$ cat src/hw/rtl/ipd_pkg.sv
`default_nettype none
// ----------------------------------------------------------------------------
// ipd_pkg
// Shared types, constants and helpers for the pulse-distance frame decoder.
// ----------------------------------------------------------------------------
package ipd_pkg;

    // Widths fixed by the item and register formats.
    localparam int TICK_W     = 16;
    localparam int WORD_W     = 32;
    localparam int BITPOS_W   = 6;
    localparam int CFG_IDX_W  = 8;
    localparam int FRAME_BITS_DEF = 32;

    // Configuration register indexes.
    localparam logic [CFG_IDX_W-1:0] REG_START_LOW   = 8'd0;
    localparam logic [CFG_IDX_W-1:0] REG_START_HIGH  = 8'd1;
    localparam logic [CFG_IDX_W-1:0] REG_REPEAT_LOW  = 8'd2;
    localparam logic [CFG_IDX_W-1:0] REG_REPEAT_HIGH = 8'd3;
    localparam logic [CFG_IDX_W-1:0] REG_ZERO_LOW    = 8'd4;
    localparam logic [CFG_IDX_W-1:0] REG_ZERO_HIGH   = 8'd5;
    localparam logic [CFG_IDX_W-1:0] REG_ONE_LOW     = 8'd6;
    localparam logic [CFG_IDX_W-1:0] REG_ONE_HIGH    = 8'd7;

    // Register values after reset.
    localparam logic [TICK_W-1:0] RST_START_LOW   = 16'd13000;
    localparam logic [TICK_W-1:0] RST_START_HIGH  = 16'd14000;
    localparam logic [TICK_W-1:0] RST_REPEAT_LOW  = 16'd10750;
    localparam logic [TICK_W-1:0] RST_REPEAT_HIGH = 16'd11750;
    localparam logic [TICK_W-1:0] RST_ZERO_LOW    = 16'd900;
    localparam logic [TICK_W-1:0] RST_ZERO_HIGH   = 16'd1350;
    localparam logic [TICK_W-1:0] RST_ONE_LOW     = 16'd2000;
    localparam logic [TICK_W-1:0] RST_ONE_HIGH    = 16'd2500;

    // Timing windows handed from the register file to the decoder.
    typedef struct packed {
        logic [TICK_W-1:0] start_low;
        logic [TICK_W-1:0] start_high;
        logic [TICK_W-1:0] repeat_low;
        logic [TICK_W-1:0] repeat_high;
        logic [TICK_W-1:0] zero_low;
        logic [TICK_W-1:0] zero_high;
        logic [TICK_W-1:0] one_low;
        logic [TICK_W-1:0] one_high;
    } ipd_cfg_t;

    // An interval matches when low <= t <= high; an inverted window is empty.
    function automatic logic in_window(input logic [TICK_W-1:0] t,
                                       input logic [TICK_W-1:0] lo,
                                       input logic [TICK_W-1:0] hi);
        in_window = (t >= lo) && (t <= hi);
    endfunction

endpackage : ipd_pkg
`default_nettype wire

$ cat src/hw/rtl/ipd_cfg.sv
`default_nettype none
// ----------------------------------------------------------------------------
// ipd_cfg
// Register file for the eight timing window bounds, written over a simple
// valid/ready channel. Indexes beyond the list are ignored.
// ----------------------------------------------------------------------------
module ipd_cfg (
    input  wire logic                          aclk,
    input  wire logic                          aresetn,
    input  wire logic                          cfg_valid,
    output logic                               cfg_ready,
    input  wire logic [ipd_pkg::CFG_IDX_W-1:0] cfg_index,
    input  wire logic [ipd_pkg::TICK_W-1:0]    cfg_data,
    output ipd_pkg::ipd_cfg_t                  cfg_out
);
    import ipd_pkg::*;

    ipd_cfg_t cfg_reg;

    // Writes are always taken.
    assign cfg_ready = 1'b1;
    assign cfg_out   = cfg_reg;

    // Register file update.
    always_ff @(posedge aclk) begin
        if (!aresetn) begin
            cfg_reg.start_low   <= RST_START_LOW;
            cfg_reg.start_high  <= RST_START_HIGH;
            cfg_reg.repeat_low  <= RST_REPEAT_LOW;
            cfg_reg.repeat_high <= RST_REPEAT_HIGH;
            cfg_reg.zero_low    <= RST_ZERO_LOW;
            cfg_reg.zero_high   <= RST_ZERO_HIGH;
            cfg_reg.one_low     <= RST_ONE_LOW;
            cfg_reg.one_high    <= RST_ONE_HIGH;
        end else if (cfg_valid) begin
            unique case (cfg_index)
                REG_START_LOW:   cfg_reg.start_low   <= cfg_data;
                REG_START_HIGH:  cfg_reg.start_high  <= cfg_data;
                REG_REPEAT_LOW:  cfg_reg.repeat_low  <= cfg_data;
                REG_REPEAT_HIGH: cfg_reg.repeat_high <= cfg_data;
                REG_ZERO_LOW:    cfg_reg.zero_low    <= cfg_data;
                REG_ZERO_HIGH:   cfg_reg.zero_high   <= cfg_data;
                REG_ONE_LOW:     cfg_reg.one_low     <= cfg_data;
                REG_ONE_HIGH:    cfg_reg.one_high    <= cfg_data;
                default: begin
                end
            endcase
        end
    end

endmodule : ipd_cfg
`default_nettype wire

$ cat src/hw/rtl/ipd_core.sv
`default_nettype none
// ----------------------------------------------------------------------------
// ipd_core
// Input register, phase machine with bit decoding, and result register.
// Both stages advance whenever the result register is free or being taken.
// ----------------------------------------------------------------------------
module ipd_core #(
    parameter int FRAME_BITS = ipd_pkg::FRAME_BITS_DEF
) (
    input  wire logic                       aclk,
    input  wire logic                       aresetn,
    input  wire ipd_pkg::ipd_cfg_t          cfg,
    input  wire logic                       s_tvalid,
    output logic                            s_tready,
    input  wire logic [ipd_pkg::TICK_W-1:0] s_ticks,
    output logic                            m_tvalid,
    input  wire logic                       m_tready,
    output logic                            m_done,
    output logic                            m_repeat,
    output logic [ipd_pkg::WORD_W-1:0]      m_word
);
    import ipd_pkg::*;

    localparam logic [1:0] PH_ARM  = 2'd0;
    localparam logic [1:0] PH_LEAD = 2'd1;
    localparam logic [1:0] PH_DATA = 2'd2;
    localparam logic [1:0] PH_END  = 2'd3;

    localparam logic [BITPOS_W-1:0] BITPOS_LAST = BITPOS_W'(FRAME_BITS - 1);
    localparam int WIDX_W = $clog2(WORD_W);

    logic                in_valid_reg;
    logic [TICK_W-1:0]   ticks_reg;
    logic                out_valid_reg;
    logic                out_done_reg;
    logic                out_rep_reg;
    logic [WORD_W-1:0]   word_reg;
    logic [WORD_W-1:0]   word_next;
    logic [1:0]          phase_reg;
    logic [1:0]          phase_next;
    logic [BITPOS_W-1:0] bitpos_reg;
    logic [BITPOS_W-1:0] bitpos_next;
    logic                done_next;
    logic                rep_next;
    logic                advance;
    logic                fire;
    logic                hit_start;
    logic                hit_repeat;
    logic                hit_zero;
    logic                hit_one;

    // Handshake: the result register frees up when it is empty or taken.
    assign advance  = !out_valid_reg || m_tready;
    assign fire     = in_valid_reg && advance;
    assign s_tready = !in_valid_reg || advance;

    assign m_tvalid = out_valid_reg;
    assign m_done   = out_done_reg;
    assign m_repeat = out_rep_reg;
    assign m_word   = word_reg;

    // Window matches on the registered interval.
    assign hit_start  = in_window(ticks_reg, cfg.start_low, cfg.start_high);
    assign hit_repeat = in_window(ticks_reg, cfg.repeat_low, cfg.repeat_high);
    assign hit_zero   = in_window(ticks_reg, cfg.zero_low, cfg.zero_high);
    assign hit_one    = in_window(ticks_reg, cfg.one_low, cfg.one_high);

    // Phase machine and bit decode for one beat.
    always_comb begin
        phase_next  = phase_reg;
        bitpos_next = bitpos_reg;
        word_next   = word_reg;
        done_next   = 1'b0;
        rep_next    = 1'b0;
        unique case (phase_reg)
            PH_ARM: begin
                phase_next = PH_LEAD;
            end
            PH_LEAD: begin
                if (hit_start) begin
                    phase_next = PH_DATA;
                end else if (hit_repeat) begin
                    rep_next = 1'b1;
                end
            end
            PH_DATA: begin
                // Positions beyond the data word are counted but not stored.
                if (bitpos_reg < BITPOS_W'(WORD_W)) begin
                    if (hit_zero) begin
                        word_next[bitpos_reg[WIDX_W-1:0]] = 1'b0;
                    end else if (hit_one) begin
                        word_next[bitpos_reg[WIDX_W-1:0]] = 1'b1;
                    end
                end
                if (bitpos_reg == '0) begin
                    phase_next = PH_END;
                end else begin
                    bitpos_next = bitpos_reg - BITPOS_W'(1);
                end
            end
            default: begin
                bitpos_next = BITPOS_LAST;
                phase_next  = PH_ARM;
                done_next   = 1'b1;
            end
        endcase
    end

    // Input register.
    always_ff @(posedge aclk) begin
        if (!aresetn) begin
            in_valid_reg <= 1'b0;
        end else if (s_tready) begin
            in_valid_reg <= s_tvalid;
        end
    end

    always_ff @(posedge aclk) begin
        if (s_tready && s_tvalid) begin
            ticks_reg <= s_ticks;
        end
    end

    // Decoder state and result register.
    always_ff @(posedge aclk) begin
        if (!aresetn) begin
            out_valid_reg <= 1'b0;
            out_done_reg  <= 1'b0;
            out_rep_reg   <= 1'b0;
            phase_reg     <= PH_ARM;
            bitpos_reg    <= BITPOS_LAST;
            word_reg      <= '0;
        end else begin
            if (advance) begin
                out_valid_reg <= in_valid_reg;
            end
            if (fire) begin
                out_done_reg <= done_next;
                out_rep_reg  <= rep_next;
                phase_reg    <= phase_next;
                bitpos_reg   <= bitpos_next;
                word_reg     <= word_next;
            end
        end
    end

    // A frame completion and a repeat flag never come on the same beat.
    a_done_rep_excl: assert property (@(posedge aclk) disable iff (!aresetn)
        out_valid_reg |-> !(out_done_reg && out_rep_reg))
        else $error("frame_done and repeat_seen set together");

    // An end-phase beat always yields a completed frame.
    a_end_done: assert property (@(posedge aclk) disable iff (!aresetn)
        (fire && phase_reg == PH_END) |=> (out_valid_reg && out_done_reg))
        else $error("end phase beat without frame_done");

    // The data phase never falls straight back to arming.
    a_data_exit: assert property (@(posedge aclk) disable iff (!aresetn)
        (fire && phase_reg == PH_DATA) |=> (phase_reg != PH_ARM))
        else $error("data phase left without end phase");

    // The bit counter stays within the frame.
    a_bitpos_range: assert property (@(posedge aclk) disable iff (!aresetn)
        bitpos_reg <= BITPOS_LAST)
        else $error("bit position beyond frame length");

    // A repeat flag only comes from the lead phase.
    a_rep_lead: assert property (@(posedge aclk) disable iff (!aresetn)
        (fire && rep_next) |-> (phase_reg == PH_LEAD))
        else $error("repeat flagged outside lead phase");

endmodule : ipd_core
`default_nettype wire

$ cat src/hw/rtl/ir_pulse_distance_frame_decoder.sv
`default_nettype none
// An accepted input beat passes the input register, then the result register.
// Throughput: one input beat per cycle; the input and result registers each
// advance whenever the result register is empty or being taken downstream.
// Reset (aresetn low, synchronous): window registers return to their defaults,
// the decoder returns to the arm phase with a cleared data word, both stages
// empty.
// ----------------------------------------------------------------------------
// ir_pulse_distance_frame_decoder
// Pulse-distance infrared frame decoder: one beat per receiver edge carrying
// the ticks since the previous edge, one result beat per edge.
// ----------------------------------------------------------------------------
module ir_pulse_distance_frame_decoder #(
    parameter int FRAME_BITS = ipd_pkg::FRAME_BITS_DEF
) (
    input  wire logic                          aclk,
    input  wire logic                          aresetn,
    // Input stream
    input  wire logic                          s_tvalid,
    output logic                               s_tready,
    input  wire logic [15:0]                   s_tdata,  // [15:0] elapsed_ticks
    // Result stream
    output logic                               m_tvalid,
    input  wire logic                          m_tready,
    output logic [31:0]                        m_tdata,  // [31:0] frame_data
    output logic                               m_tlast,  // frame_done
    output logic [0:0]                         m_tuser,  // [0] repeat_seen
    // Configuration writes
    input  wire logic                          cfg_valid,
    output logic                               cfg_ready,
    input  wire logic [ipd_pkg::CFG_IDX_W-1:0] cfg_index,
    input  wire logic [ipd_pkg::TICK_W-1:0]    cfg_data
);
    import ipd_pkg::*;

    ipd_cfg_t cfg_windows;

    // Window register file.
    ipd_cfg u_cfg (
        .aclk      (aclk),
        .aresetn   (aresetn),
        .cfg_valid (cfg_valid),
        .cfg_ready (cfg_ready),
        .cfg_index (cfg_index),
        .cfg_data  (cfg_data),
        .cfg_out   (cfg_windows)
    );

    // Decoder pipeline.
    ipd_core #(
        .FRAME_BITS (FRAME_BITS)
    ) u_core (
        .aclk     (aclk),
        .aresetn  (aresetn),
        .cfg      (cfg_windows),
        .s_tvalid (s_tvalid),
        .s_tready (s_tready),
        .s_ticks  (s_tdata),
        .m_tvalid (m_tvalid),
        .m_tready (m_tready),
        .m_done   (m_tlast),
        .m_repeat (m_tuser[0]),
        .m_word   (m_tdata)
    );

endmodule : ir_pulse_distance_frame_decoder
`default_nettype wire
$ cat config.mk
export PLATFORM = sky130hd
export DESIGN_NAME = ir_pulse_distance_frame_decoder
export DESIGN_NICKNAME = d
export VERILOG_FILES = /design/src/hw/rtl/ipd_pkg.sv /design/src/hw/rtl/ipd_cfg.sv /design/src/hw/rtl/ipd_core.sv /design/src/hw/rtl/ir_pulse_distance_frame_decoder.sv
export SDC_FILE = /design/constraint.sdc
export NUM_CORES = 1
export LEC_CHECK = 0
export BUFFER_PORTS_ARGS = -buffer_cell sky130_fd_sc_hd__buf_2
export CAP_MARGIN = 20
export CELL_PAD_IN_SITES_DETAIL_PLACEMENT = 0
export CELL_PAD_IN_SITES_GLOBAL_PLACEMENT = 1
export CORE_ASPECT_RATIO = 1.5
export CORE_MARGIN = 8
export CORE_UTILIZATION = 46
export DETAILED_ROUTE_END_ITERATION = 12
export PLACE_DENSITY = 0.8
export SETUP_SLACK_MARGIN = 0.1
export SLEW_MARGIN = 25
export SYNTH_ARGS = -nofsm -noshare
export SYNTH_HDL_FRONTEND = slang
export SYNTH_SLANG_ARGS = --single-unit
$ cat constraint.sdc
create_clock -name aclk -period 3.6 [get_ports aclk]
set_input_delay 0.72 -clock aclk [delete_from_list [all_inputs] [get_ports aclk]]
set_output_delay 0.72 -clock aclk [all_outputs]
set_load 0.02 [all_outputs]
==> results.sh <==
export IMPL_synth_top_family_by_area="compound AO/OA/AOI/OAI gates"
export IMPL_fin_crit_ps=2920
export IMPL_synthFlopType="dfxtp_1"
export IMPL_path_cells="ha_1 > nand4_1 > or4_4 > a21o_1 > o211a_1 > o22ai_4 > buf_4 > nor3_1 > o221a_2"
export IMPL_antenna_found_initial=0
export IMPL_max_freq_ghz=0.343
export IMPL_postCtsHoldBufs=0
export IMPL_portBuffers=80
export IMPL_cp_max_fo=32
export IMPL_rsz0062_at_grt="false"
export IMPL_area_sequential_um2=3920
export IMPL_route_detailed_drc=0
export IMPL_synthSimpleGateAreaFrac_pct=17.1
export IMPL_ios=82
export IMPL_cts_tree="yes"
export IMPL_grt_pass1_vias=8423
export IMPL_place_gp_congestion=0.988
export IMPL_nets=1418
export IMPL_finalNonFillerCells=1526
export IMPL_cellPowerDensity_nw_per_um2=388
export IMPL_hold_start="s_tdata[2]"
export IMPL_r2r_start="u_core.ticks_reg[11]"
export IMPL_cp_required_ps=3940
export IMPL_yosysSeqAreaShare_pct=37.8
export IMPL_grt_ovfl_total=0
export IMPL_root_buffer="clkbuf_16"
export IMPL_cts_resized=0
export IMPL_finalSetupTns_ps=0
export IMPL_dp_hpwl_um=22100
export IMPL_ctsHtreeMaxLevel=4
export IMPL_post_route_period_util_pct=81.0
export IMPL_setup_violations=0
export IMPL_first_pass_iters=4
export IMPL_post_cts_setup_buffers=0
export IMPL_synth_top_cell_area_share_pct=33.2
export IMPL_vias_per_cell=5.47
export IMPL_syn_nets=1371
export IMPL_slew_limit_headroom_pct=51.1
export IMPL_crit_start="u_core.ticks_reg[11]"
export IMPL_critical_path_startpoint_type="register"
export IMPL_syn_cell_area_um2=10400
export IMPL_outcome="finished, final reports clean"
export IMPL_synth_edf_count=16
export IMPL_p_leak_nw=4.84
export IMPL_synth_seq_cells=188
export IMPL_yosys_area_share_xor_xnor_pct=0.338
export IMPL_clkSlewWorstSetupHoldPaths_ps=90
export IMPL_grt_max_degree=94
export IMPL_holdCritPathClass="primary input to register"
export IMPL_track_usage_pct=21.9
export IMPL_antenna_cells=0
export IMPL_avgSynthCellArea_um2=8.72
export IMPL_cts_path_max_buffers=2
export IMPL_max_cap_violations=0
export IMPL_hold_viol_final=0
export IMPL_drive_gt1_share_pct=12.4
export IMPL_start_util_pct=46.7
export IMPL_fill_cells=2103
export IMPL_vias=8342
export IMPL_drtAntennaViolNets=0
export IMPL_muxShareOfSynthArea_pct=0.193
export IMPL_peakVddDrop_mv=0.306
export IMPL_dp_cells=1494
export IMPL_yosys_area_top_type="dfxtp_1"
export IMPL_syn_inst=1190
export IMPL_cts_sinks=188
export IMPL_synth_compound_area_share_pct=19.8
export IMPL_tightest_slew_ps=731
export IMPL_placementRows=67
export IMPL_multiInputGateArea_um2=5610
export IMPL_ys_types=61
export IMPL_grt_pass1_wl_um=47400
export IMPL_yosys_warnings=0
export IMPL_cp_data_arrival_time_ps=3250
export IMPL_slew_viol_final=0
export IMPL_die_x_um=139
export IMPL_drt_iter0_markers=449
export IMPL_core_area_um2=22200
export IMPL_die_area_um2=27700
export IMPL_dieHeight_um=200
export IMPL_numCtsBuffers=17
export IMPL_clk_latency_ps=450
export IMPL_slowest_delay_ps=570
export IMPL_fin_worst_skew_ps=18.4
export IMPL_crit_path_end_kind="register"
export IMPL_async_flop_share_pct=0
export IMPL_slowest_stage="edfxtp_1"
export IMPL_wire_per_inst_um=19.5
export IMPL_critPathKind="register to register"
export IMPL_ys_top_cells_by_area="dfxtp_1 (33%), ha_1 (16%), nand2_1 (8.7%)"
export IMPL_synthAdderAreaFrac_pct=16.4
export IMPL_area_delta_synth_final_pct=11.4
export IMPL_drt_wl_total_um=29700
==> where the power goes <==
part | total (mW) | internal [mW] | switching [mW]
registers | 2.16 | 2.12 | 0.0338
clock network | 1.99 | 1.06 | 0.930
logic | 0.333 | 0.127 | 0.206
==> critical path: cells and delay by family, from the launching register on <==
kind,cells,cell delay (ps)
simple gates,3,750
buf+inv,1,350
compound gates,4,750
flops,1,570
fa+ha+maj,1,390
==> final timing paths <==
check                        end  slack [ps]  depth (start not counted)
max                     register         680                          9
min          u_core.ticks_reg[2]         430                          1
max reg2reg             register         680                          9
min reg2reg   u_cfg.cfg_out[126]         460                          2
==> layout make-up <==
class / count / area share [%]
tap: 276 / 2.99
timing repair buffer: 99 / 4.83
clock inverter: 15 / 1.67
multi-input combinational: 798 / 48.6
sequential: 188 / 34.0
clock buffer: 17 / 3.68
inverter: 133 / 4.32
==> per-layer routing <==
layer,track usage (%),vias to the layer above,routed length (um)
li1,-,4215,-
met3,3.93,56,1130
met2,38.4,177,14400
met5,0,-,0
met1,24.7,3894,12600
met4,12.8,0,1610
==> stage by stage <==
| stage | worst slack (ps) | util (%) | power, mW | area (um^2) | hold slack (ps) |
|---|---|---|---|---|---|
| detailed placement | 717 | 49.2 | 2.54 | 10900 | 455 |
| CTS | 699 | 52.0 | 4.52 | 11600 | 427 |
| floorplan | 1130 | - | 2.42 | 10400 | 443 |
| global placement | 755 | 49.2 | 2.53 | 10900 | 450 |
| finish | 684 | 52.0 | 4.49 | 11600 | 435 |
| global route | 537 | 52.0 | 4.64 | 11600 | 420 |
==> Yosys cell counts (4+ instances only) <==
| cell type | count |
|---|---|
| nor4_1 | 5 |
| o221a_1 | 30 |
| o211ai_1 | 59 |
| inv_1 | 133 |
| buf_4 | 12 |
| nand2b_1 | 8 |
| ha_1 | 136 |
| nand4_1 | 19 |
| a21o_1 | 21 |
| nor3_1 | 37 |
| nand2_1 | 241 |
| a211oi_1 | 5 |
| clkbuf_1 | 40 |
| nor2_1 | 17 |
| a21oi_1 | 36 |
| dfxtp_1 | 172 |
| nand3b_1 | 6 |
| buf_6 | 4 |
| buf_2 | 13 |
| nor2b_1 | 4 |
| a221oi_1 | 4 |
| a21boi_0 | 77 |
| nand3_1 | 13 |
| edfxtp_1 | 16 |
| o21ai_0 | 23 |
==> placed cells by master, fill, tap and decap left out, types with 3 or more instances in the layout <==
cell / n
nand3b_1: 6
nand3b_2: 3
nor2b_1: 4
nor3_1: 36
clkinv_4: 3
a211oi_1: 5
nand2_1: 241
inv_8: 3
dfxtp_1: 172
and3_1: 3
a21boi_0: 77
nor2_1: 17
edfxtp_1: 16
nand3_1: 13
inv_1: 133
a221oi_1: 4
o211ai_1: 59
clkbuf_16: 17
ha_1: 136
buf_2: 79
o221a_1: 30
nand2b_1: 8
a31oi_1: 3
nor4_1: 4
nand2_2: 3
and4_1: 3
o21ai_0: 23
a21oi_1: 36
nand4_1: 19
a21o_1: 21
buf_4: 19
inv_6: 4
==> cell families (layout without fill, tap and decap cells) <==
family / Yosys count / count (layout)
AOI/OAI and AO/OA: 272 / 272
and+or+nand+nor: 383 / 383
buffers and inverters: 204 / 264
muxes: 2 / 2
DFF: 188 / 188
xor gates and xnor gates: 4 / 4
other: 1 / 1
adders and majority gates: 136 / 136
No activity file was read; power rests on OpenSTA's default activity.
